**src/sv/lge_pkg.sv**
```systemverilog
// ----------------------------------------------------------------------------
// lge_pkg
// Shared types and constants for the life generation engine: request and
// response items, request codes, configuration indexes and controller states.
// ----------------------------------------------------------------------------
package lge_pkg;

    // default board size
    localparam int DEF_GRID_ROWS = 32;
    localparam int DEF_GRID_COLS = 32;

    // configuration port
    localparam int CFG_IDX_W = 2;
    localparam int CFG_W     = 6;
    localparam logic [CFG_IDX_W-1:0] CFG_ROWS_IN_USE = 2'd0;
    localparam logic [CFG_IDX_W-1:0] CFG_COLS_IN_USE = 2'd1;
    localparam logic [CFG_W-1:0]     CFG_SIZE_RESET  = 6'd32;

    // request codes
    localparam logic [1:0] REQ_WRITE   = 2'd0;
    localparam logic [1:0] REQ_READ    = 2'd1;
    localparam logic [1:0] REQ_ADVANCE = 2'd2;

    typedef struct packed {
        logic [1:0] req_type;
        logic [4:0] cell_row;
        logic [4:0] cell_col;
        logic       write_alive;
    } lge_req_t;

    typedef struct packed {
        logic read_alive;
        logic was_empty;
    } lge_rsp_t;

    typedef enum logic [2:0] {
        ST_IDLE,
        ST_CELL,
        ST_ADV_FILL,
        ST_ADV_RUN
    } lge_state_t;

endpackage

```
**src/sv/life_generation_engine.sv**
```systemverilog
// ----------------------------------------------------------------------------
// life_generation_engine
// Game of Life board (B3/S23) held one row per word in a board memory.
// Serves cell writes, cell reads and whole-board advance requests.
// ----------------------------------------------------------------------------
// Cell write or read: the row word is read, then written back or its bit picked;
// advance: one board row read and one written per cycle.
// One item at a time; the input stalls until the result is in the output register.
// Reset: all cells read dead through per-row valid bits, no clearing pass;
// rows_in_use and cols_in_use reset to 32.
module life_generation_engine #(
    parameter int GRID_ROWS = lge_pkg::DEF_GRID_ROWS,
    parameter int GRID_COLS = lge_pkg::DEF_GRID_COLS
) (
    input  logic                              clk,
    input  logic                              rst_n,
    input  logic                              req_valid,
    output logic                              req_stall,
    input  lge_pkg::lge_req_t                 req_item,
    output logic                              rsp_valid,
    input  logic                              rsp_stall,
    output lge_pkg::lge_rsp_t                 rsp_item,
    input  logic                              cfg_valid,
    output logic                              cfg_ready,
    input  logic [lge_pkg::CFG_IDX_W-1:0]     cfg_index,
    input  logic [lge_pkg::CFG_W-1:0]         cfg_data
);
    import lge_pkg::*;

    localparam int RIW = (GRID_ROWS > 1) ? $clog2(GRID_ROWS) : 1;
    localparam int IXW = RIW + 1;
    localparam int LW  = (IXW > CFG_W) ? IXW : CFG_W;
    localparam int CCW = $clog2(GRID_COLS + 1);
    localparam int CLW = (CCW > CFG_W) ? CCW : CFG_W;

    // board memory and per-row valid bits
    logic [GRID_COLS-1:0] board_mem [GRID_ROWS];
    logic [GRID_ROWS-1:0] row_valid_reg;
    logic [GRID_COLS-1:0] rd_data_reg;
    logic                 rd_ok_reg;

    logic                 mem_rd_en;
    logic [RIW-1:0]       mem_rd_addr;
    logic                 mem_wr_en;
    logic [RIW-1:0]       mem_wr_addr;
    logic [GRID_COLS-1:0] mem_wr_data;

    // configuration
    logic [CFG_W-1:0] rows_in_use_reg;
    logic [CFG_W-1:0] cols_in_use_reg;

    // controller
    lge_state_t           state_reg, state_next;
    lge_req_t             req_reg, req_next;
    logic [IXW-1:0]       idx_reg, idx_next;
    logic [GRID_COLS-1:0] prior_reg, prior_next;
    logic [GRID_COLS-1:0] cur_reg, cur_next;
    logic                 empty_reg, empty_next;
    logic                 res_pend_reg, res_pend_next;
    lge_rsp_t             res_reg, res_next;
    logic                 rsp_valid_reg, rsp_valid_next;
    lge_rsp_t             rsp_item_reg, rsp_item_next;

    logic [LW-1:0]        row_lim;
    logic [CLW-1:0]       col_lim;
    logic [GRID_COLS-1:0] col_mask;
    logic [GRID_COLS-1:0] col_onehot;
    logic [GRID_COLS-1:0] row_word;
    logic [GRID_COLS-1:0] below_row;
    logic [GRID_COLS-1:0] new_row;
    logic [IXW-1:0]       idx_inc;
    logic [IXW-1:0]       idx_dec;
    logic                 in_area;
    logic                 accept;

    // active size, clipped to the board
    always_comb
    begin
        if (LW'(rows_in_use_reg) < LW'(GRID_ROWS))
            row_lim = LW'(rows_in_use_reg);
        else
            row_lim = LW'(GRID_ROWS);
        if (CLW'(cols_in_use_reg) < CLW'(GRID_COLS))
            col_lim = CLW'(cols_in_use_reg);
        else
            col_lim = CLW'(GRID_COLS);
    end

    // column mask and selected column
    always_comb
    begin
        for (int j = 0; j < GRID_COLS; j++)
        begin
            col_mask[j]   = CLW'(j) < col_lim;
            col_onehot[j] = CLW'(req_reg.cell_col) == CLW'(j);
        end
    end

    assign in_area  = (LW'(req_reg.cell_row) < row_lim) && (CLW'(req_reg.cell_col) < col_lim);
    assign row_word = rd_ok_reg ? rd_data_reg : '0;
    assign idx_inc  = idx_reg + 1'b1;
    assign idx_dec  = idx_reg - 1'b1;
    assign below_row = (LW'(idx_reg) < row_lim) ? (row_word & col_mask) : '0;

    // rule for the row being rewritten
    lge_row_update #(
        .GRID_COLS (GRID_COLS)
    ) u_row_update (
        .prior_row (prior_reg),
        .cur_row   (cur_reg),
        .below_row (below_row),
        .col_mask  (col_mask),
        .next_row  (new_row)
    );

    assign accept    = req_valid && !req_stall;
    assign req_stall = (state_reg != ST_IDLE) || res_pend_reg;
    assign rsp_valid = rsp_valid_reg;
    assign rsp_item  = rsp_item_reg;
    assign cfg_ready = 1'b1;

    // next state, memory controls and response path
    always_comb
    begin
        state_next     = state_reg;
        req_next       = req_reg;
        idx_next       = idx_reg;
        prior_next     = prior_reg;
        cur_next       = cur_reg;
        empty_next     = empty_reg;
        res_pend_next  = res_pend_reg;
        res_next       = res_reg;
        rsp_valid_next = rsp_valid_reg;
        rsp_item_next  = rsp_item_reg;
        mem_rd_en      = 1'b0;
        mem_rd_addr    = '0;
        mem_wr_en      = 1'b0;
        mem_wr_addr    = '0;
        mem_wr_data    = '0;

        // move a finished response into the output register
        if (res_pend_reg && (!rsp_valid_reg || !rsp_stall))
        begin
            rsp_valid_next = 1'b1;
            rsp_item_next  = res_reg;
            res_pend_next  = 1'b0;
        end
        else if (rsp_valid_reg && !rsp_stall)
        begin
            rsp_valid_next = 1'b0;
        end

        case (state_reg)
            ST_IDLE:
            begin
                if (accept)
                begin
                    req_next = req_item;
                    case (req_item.req_type)
                        REQ_WRITE, REQ_READ:
                        begin
                            mem_rd_en   = 1'b1;
                            mem_rd_addr = RIW'(req_item.cell_row);
                            state_next  = ST_CELL;
                        end
                        REQ_ADVANCE:
                        begin
                            mem_rd_en   = 1'b1;
                            mem_rd_addr = '0;
                            empty_next  = 1'b1;
                            prior_next  = '0;
                            state_next  = ST_ADV_FILL;
                        end
                        default:
                        begin
                            res_next      = '0;
                            res_pend_next = 1'b1;
                        end
                    endcase
                end
            end

            // row word is back: modify for a write, pick a bit for a read
            ST_CELL:
            begin
                res_next = '0;
                if (req_reg.req_type == REQ_WRITE)
                begin
                    mem_wr_en   = in_area;
                    mem_wr_addr = RIW'(req_reg.cell_row);
                    mem_wr_data = req_reg.write_alive ? (row_word | col_onehot)
                                                      : (row_word & ~col_onehot);
                end
                else
                begin
                    res_next.read_alive = in_area && ((row_word & col_onehot) != '0);
                end
                res_pend_next = 1'b1;
                state_next    = ST_IDLE;
            end

            // row 0 is back, fetch row 1
            ST_ADV_FILL:
            begin
                cur_next    = (row_lim != '0) ? (row_word & col_mask) : '0;
                mem_rd_en   = 1'b1;
                mem_rd_addr = RIW'(IXW'(1));
                idx_next    = IXW'(1);
                state_next  = ST_ADV_RUN;
            end

            // row idx is back; rewrite row idx-1 and fetch row idx+1
            ST_ADV_RUN:
            begin
                mem_wr_en   = 1'b1;
                mem_wr_addr = idx_dec[RIW-1:0];
                mem_wr_data = (LW'(idx_dec) < row_lim) ? new_row : '0;
                empty_next  = empty_reg && (cur_reg == '0);
                prior_next  = cur_reg;
                cur_next    = below_row;
                idx_next    = idx_inc;
                if (idx_inc < IXW'(GRID_ROWS))
                begin
                    mem_rd_en   = 1'b1;
                    mem_rd_addr = idx_inc[RIW-1:0];
                end
                if (idx_reg == IXW'(GRID_ROWS))
                begin
                    res_next           = '0;
                    res_next.was_empty = empty_reg && (cur_reg == '0);
                    res_pend_next      = 1'b1;
                    state_next         = ST_IDLE;
                end
            end

            default:
            begin
                state_next = ST_IDLE;
            end
        endcase
    end

    // board memory, synchronous read
    always_ff @(posedge clk)
    begin
        if (mem_wr_en)
            board_mem[mem_wr_addr] <= mem_wr_data;
        if (mem_rd_en)
            rd_data_reg <= board_mem[mem_rd_addr];
    end

    // row valid bits
    always_ff @(posedge clk or negedge rst_n)
    begin
        if (!rst_n)
        begin
            row_valid_reg <= '0;
            rd_ok_reg     <= 1'b0;
        end
        else
        begin
            if (mem_wr_en)
                row_valid_reg[mem_wr_addr] <= 1'b1;
            if (mem_rd_en)
                rd_ok_reg <= row_valid_reg[mem_rd_addr];
        end
    end

    // configuration registers
    always_ff @(posedge clk or negedge rst_n)
    begin
        if (!rst_n)
        begin
            rows_in_use_reg <= CFG_SIZE_RESET;
            cols_in_use_reg <= CFG_SIZE_RESET;
        end
        else if (cfg_valid && cfg_ready)
        begin
            case (cfg_index)
                CFG_ROWS_IN_USE: rows_in_use_reg <= cfg_data;
                CFG_COLS_IN_USE: cols_in_use_reg <= cfg_data;
                default:         ;
            endcase
        end
    end

    // control state
    always_ff @(posedge clk or negedge rst_n)
    begin
        if (!rst_n)
        begin
            state_reg     <= ST_IDLE;
            idx_reg       <= '0;
            res_pend_reg  <= 1'b0;
            rsp_valid_reg <= 1'b0;
        end
        else
        begin
            state_reg     <= state_next;
            idx_reg       <= idx_next;
            res_pend_reg  <= res_pend_next;
            rsp_valid_reg <= rsp_valid_next;
        end
    end

    // payload
    always_ff @(posedge clk)
    begin
        req_reg      <= req_next;
        prior_reg    <= prior_next;
        cur_reg      <= cur_next;
        empty_reg    <= empty_next;
        res_reg      <= res_next;
        rsp_item_reg <= rsp_item_next;
    end

endmodule

```
**src/sv/lge_row_update.sv**
```systemverilog
// ----------------------------------------------------------------------------
// lge_row_update
// Applies rule B3/S23 to one row word, given the old rows above and below.
// Columns beyond the active mask and beyond the board edge count as dead.
// ----------------------------------------------------------------------------
module lge_row_update #(
    parameter int GRID_COLS = lge_pkg::DEF_GRID_COLS
) (
    input  logic [GRID_COLS-1:0] prior_row,
    input  logic [GRID_COLS-1:0] cur_row,
    input  logic [GRID_COLS-1:0] below_row,
    input  logic [GRID_COLS-1:0] col_mask,
    output logic [GRID_COLS-1:0] next_row
);
    import lge_pkg::*;

    localparam logic [3:0] BIRTH_COUNT   = 4'd3;
    localparam logic [3:0] SURVIVE_COUNT = 4'd2;

    logic [GRID_COLS+1:0] prior_pad;
    logic [GRID_COLS+1:0] cur_pad;
    logic [GRID_COLS+1:0] below_pad;

    // dead cells on both board edges
    assign prior_pad = {1'b0, prior_row, 1'b0};
    assign cur_pad   = {1'b0, cur_row, 1'b0};
    assign below_pad = {1'b0, below_row, 1'b0};

    // neighbor count and rule, one column each
    always_comb
    begin
        logic [3:0] count;
        for (int j = 0; j < GRID_COLS; j++)
        begin
            count = 4'(prior_pad[j]) + 4'(prior_pad[j+1]) + 4'(prior_pad[j+2])
                  + 4'(cur_pad[j]) + 4'(cur_pad[j+2])
                  + 4'(below_pad[j]) + 4'(below_pad[j+1]) + 4'(below_pad[j+2]);
            next_row[j] = col_mask[j]
                        & ((count == BIRTH_COUNT) | (cur_row[j] & (count == SURVIVE_COUNT)));
        end
    end

endmodule
```
**config.mk**
```make
export PLATFORM = sky130hd
export DESIGN_NAME = life_generation_engine
export DESIGN_NICKNAME = d
export VERILOG_FILES = /design/src/sv/lge_pkg.sv /design/src/sv/life_generation_engine.sv /design/src/sv/lge_row_update.sv
export SDC_FILE = /design/constraint.sdc
export NUM_CORES = 2
export LEC_CHECK = 0
export CAP_MARGIN = 20
export CORE_AREA = 2 2 227 453
export DETAILED_ROUTE_END_ITERATION = 16
export DIE_AREA = 0 0 229 455
export DONT_BUFFER_PORTS = 1
export GPL_TIMING_DRIVEN = 0
export PLACE_DENSITY = 0.7
export SLEW_MARGIN = 10
export SYNTH_ARGS = -nofsm -noshare
export SYNTH_HDL_FRONTEND = slang
export SYNTH_SLANG_ARGS = --single-unit
```
**constraint.sdc**
```tcl
create_clock -name clk -period 6.5 [get_ports clk]
set_input_delay 0.325 -clock clk [delete_from_list [all_inputs] [get_ports clk]]
set_output_delay 0.325 -clock clk [all_outputs]
set_load 0.01 [all_outputs]
```
==> metrics.csv <==
stage;metric;value;unit
sta;setup tns final;0;ns
cts;CTS root buf;clkbuf_16;
sta;Final Hold Viols;0;
finish;Fillers;7489;
power_and_ir_drop;Leak Pwr;22.67;nW
critical_path;number of stages on the worst setup path;20;
finish;max reg flops;1024;
floorplan;area of the core;100700;sq um
worst_hold_path;Worst Hold Path EP;rd_ok_reg;
drt;WL/cell;31.72;um
critical_path;crit end category;flop;
synthesis;#FFs+latches synth;1193;
cts;TritonCTS Sinks;1193;
job;maximum capacitance violations;0;
synthesis;Top FF cell, synth;edfxtp_1;
cts;H-tree depth;3;
drt;DR pass1 iterations;8;
critical_path;R2R setup slack;0.03;ns
global_routing;first-pass GRT wire length;266900;um
drt;DRC violations left;0;
synthesis;Post-synth EDFFs;1138;
placement;port buffer count;0;
sta;Pins Over Slew Limit;0;
critical_path;Crit path buffers/inverters;6;
synthesis;Post-Syn Nets;4548;
cts;Worst-Skew Late Latency;0.75;ns
synthesis;post-synth top area cell;edfxtp_1;
power_and_ir_drop;PwrDens;549.4;nW/um^2
critical_path;Critical Path RT;7.08;ns
sta;Relative slew margins;16.01;%
critical_path;crit-path cells;inv_1 -> nand2_1 -> ha_1 -> a21o_1 -> a21o_1 -> a21oi_4 -> buf_4 -> buf_4 -> nand2_1 -> fa_1 -> inv_1 -> fa_1 -> inv_1 -> fa_1 -> a2111oi_0 -> a21oi_1 -> nor3_1 -> nand2_1 -> o22ai_4 -> buf_12;
drt;detailed-route via count;38420;
floorplan;Die Ht;455;um
finish;largest register by flop count;board_mem;
drt;drt first-iter violations;3886;
critical_path;RR Startpoint;rows_in_use_reg[5];
cts;clock-pin slew on the worst setup and hold paths;0.08;ns
placement;DP Worst Slack;-0.4345;ns
worst_hold_path;Hold WC Path Type;in2reg;
synthesis;Synth area leaders;edfxtp_1 (62%), a211oi_1 (5.4%), fa_1 (4.4%);
global_routing;initial antenna violation count;8;
placement;Final Wtd Congestion;1.145;
critical_path;CP max stage cell;o22ai_4;
floorplan;Die ar.;104200;sq um
floorplan;I/O pins;31;
finish;share of cells above drive strength 1;12.21;%
floorplan;initial core utilization;54.72;%
drt;Vias/cell;6.427;
power_and_ir_drop;Power, Total;34.85;mW
worst_hold_path;hold depth;4;
synthesis;Syn Area/Cell;12.87;sq um
synthesis;Post-Syn Area;55130;sq um
sta;Min Clock Period, post-route;6.472;ns
cts;buffer depth of the longest clock path;3;
critical_path;max incr delay on CP;0.70;ns
critical_path;CP startpoint kind;flop;
global_routing;total track usage;36.48;%
synthesis;Mapped Cells;4284;
critical_path;CP max FO;20;
finish;Layout area overhead;15.08;%
synthesis;synth unique cells;77;
global_routing;largest net degree at the start of global routing;56;
worst_hold_path;worst hold start;req_item[11];
synthesis;Yosys top cell area share;61.99;%
drt;DRT Wirelength;189600;um
finish;Final nets;4815;
synthesis;YS warnings;0;
critical_path;crit-path leading delay family;compound AO/OA/AOI/OAI gates;
run_status;status;completed;
sta;Clock Skew;0.03556;ns
critical_path;WP data arrival;7.05;ns
critical_path;RR Endpoint;board_mem[20][8];
synthesis;ys async rst share;4.610;%
critical_path;worst r2r path cells;20;
sta;Final Worst Setup Slack;0.02820;ns
global_routing;grt total ovfl;0;
drt;number of nets still failing antenna checks after routing;0;
cts;Num CTS Buffers;100;
synthesis;post-synthesis sequential area ratio;64.49;%
sta;fin crit share;99.57;%
global_routing;vias in the first global route;38680;
power_and_ir_drop;Max VDD drop;296.1;uV
sta;Worst Max-Slew Pin Slew;1.260;ns
cts;TritonCTS clock tree;done;
sta;Setup Viol. Count Final;0;
sta;worst hold slack;0.03996;ns
floorplan;Die Wd;229;um
sta;Max Clk Rate;0.1545;GHz
sta;RSZ-0062 raised after global routing;no;
critical_path;critical path type;reg2reg;
floorplan;Row Count;165;
placement;dpl hpwl;140300;um
[layout make-up]
| class | count | area [sq um] | area share (%) |
|---|---|---|---|
| inverter | 301 | 1132 | 1.785 |
| clock buffer | 115 | 2601 | 4.101 |
| timing repair buffer | 165 | 2471 | 3.895 |
| tap | 1336 | 1672 | 2.635 |
| multi-input combinational | 2509 | 17990 | 28.36 |
| antenna | 8 | 20.02 | 0.03156 |
| buffer | 281 | 1269 | 2.000 |
| sequential | 1193 | 35550 | 56.04 |
| clock inverter | 70 | 732.0 | 1.154 |
[worst max path at each step]
stage	start	to
floorplan	rows_in_use_reg[5]	board_mem[0][11]
global placement	rows_in_use_reg[5]	board_mem[30][10]
detailed placement	rows_in_use_reg[5]	board_mem[29][10]
CTS	rows_in_use_reg[5]	board_mem[31][9]
global route	rows_in_use_reg[5]	board_mem[17][8]
finish	rows_in_use_reg[5]	board_mem[20][8]
[repair_timing]
action,CTS,global route
gates cloned,1,0
hold buffers,27,1
setup buffers,19,4
resized for setup,3,5
pin swaps,10,2
endpoints found under the setup margin,352,493
endpoints found under the hold margin,86,3
[synthesized netlist by cell type, types with 53 or more instances]
cell      instances
a211oi_1        395
a21oi_1          60
a311oi_1        128
a31oi_1         183
and2_0          187
and2_1           78
buf_2           120
clkbuf_1        144
dfrtp_1          53
edfxtp_1       1138
fa_1            122
ha_1            116
inv_1           300
nand2_1         646
nor2_1          167
[power by group]
part | internal [mW] | switching (mW) | total [mW]
registers | 10.2 | 0.669 | 10.8
logic | 5.51 | 12.3 | 17.8
clock network | 3.34 | 2.90 | 6.24
[stage by stage]
step	area [sq um]	instances	utilization (%)
2_1_floorplan	55130	4284	-
3_3_place_gp	56800	5620	56.38
6_report	63440	5978	62.97
3_5_place_dp	59400	5728	58.96
4_1_cts	63300	5960	62.83
5_1_grt	63420	5971	62.95
[logic make-up (layout without fill, tap and decap cells)]
group | after synthesis | in the layout | synth area share (%)
AO/OA/AOI/OAI | 937 | 938 | 12.38
flip-flops | 1193 | 1193 | 64.49
adder cells (fa/ha/maj) | 239 | 239 | 7.082
multiplexers | 26 | 26 | 0.5742
XOR/XNOR | 10 | 10 | 0.1589
other | 1 | 9 | 0.006803
buffers and inverters | 583 | 932 | 4.340
AND/OR/NAND/NOR | 1295 | 1295 | 10.96
[tightest hold or removal path, cell delays in order]
cell and delay (ns):
nand2_1 0.04, a2bb2oi_1 0.15, nand2_1 0.10, o221ai_1 0.11
[placed cells by master, fill, tap and decap left out, drive strengths merged, types with 32 or more instances in the layout]
cell	netlist	layout
edfxtp	1138	1138
nand2	646	646
a211oi	395	395
inv	301	305
buf	136	270
and2	265	265
clkbuf	146	264
a31oi	183	183
nor2	168	168
a311oi	128	128
fa	122	122
ha	116	116
a21oi	61	61
dfrtp	53	53
clkinv	0	47
nor4	40	40
nand3	36	36
o22ai	31	32
[metal layers]
layer	share of wire, %	wire length (um)	GRT usage [%]	vias up
li1	-	-	-	16410
met1	30	56670	35.65	19070
met4	12	23650	37.69	2
met5	0.0063	12	0	-
met3	7.5	14290	6.363	732
met2	50	95010	63.40	2218
Power figures use the tool's default switching activity.
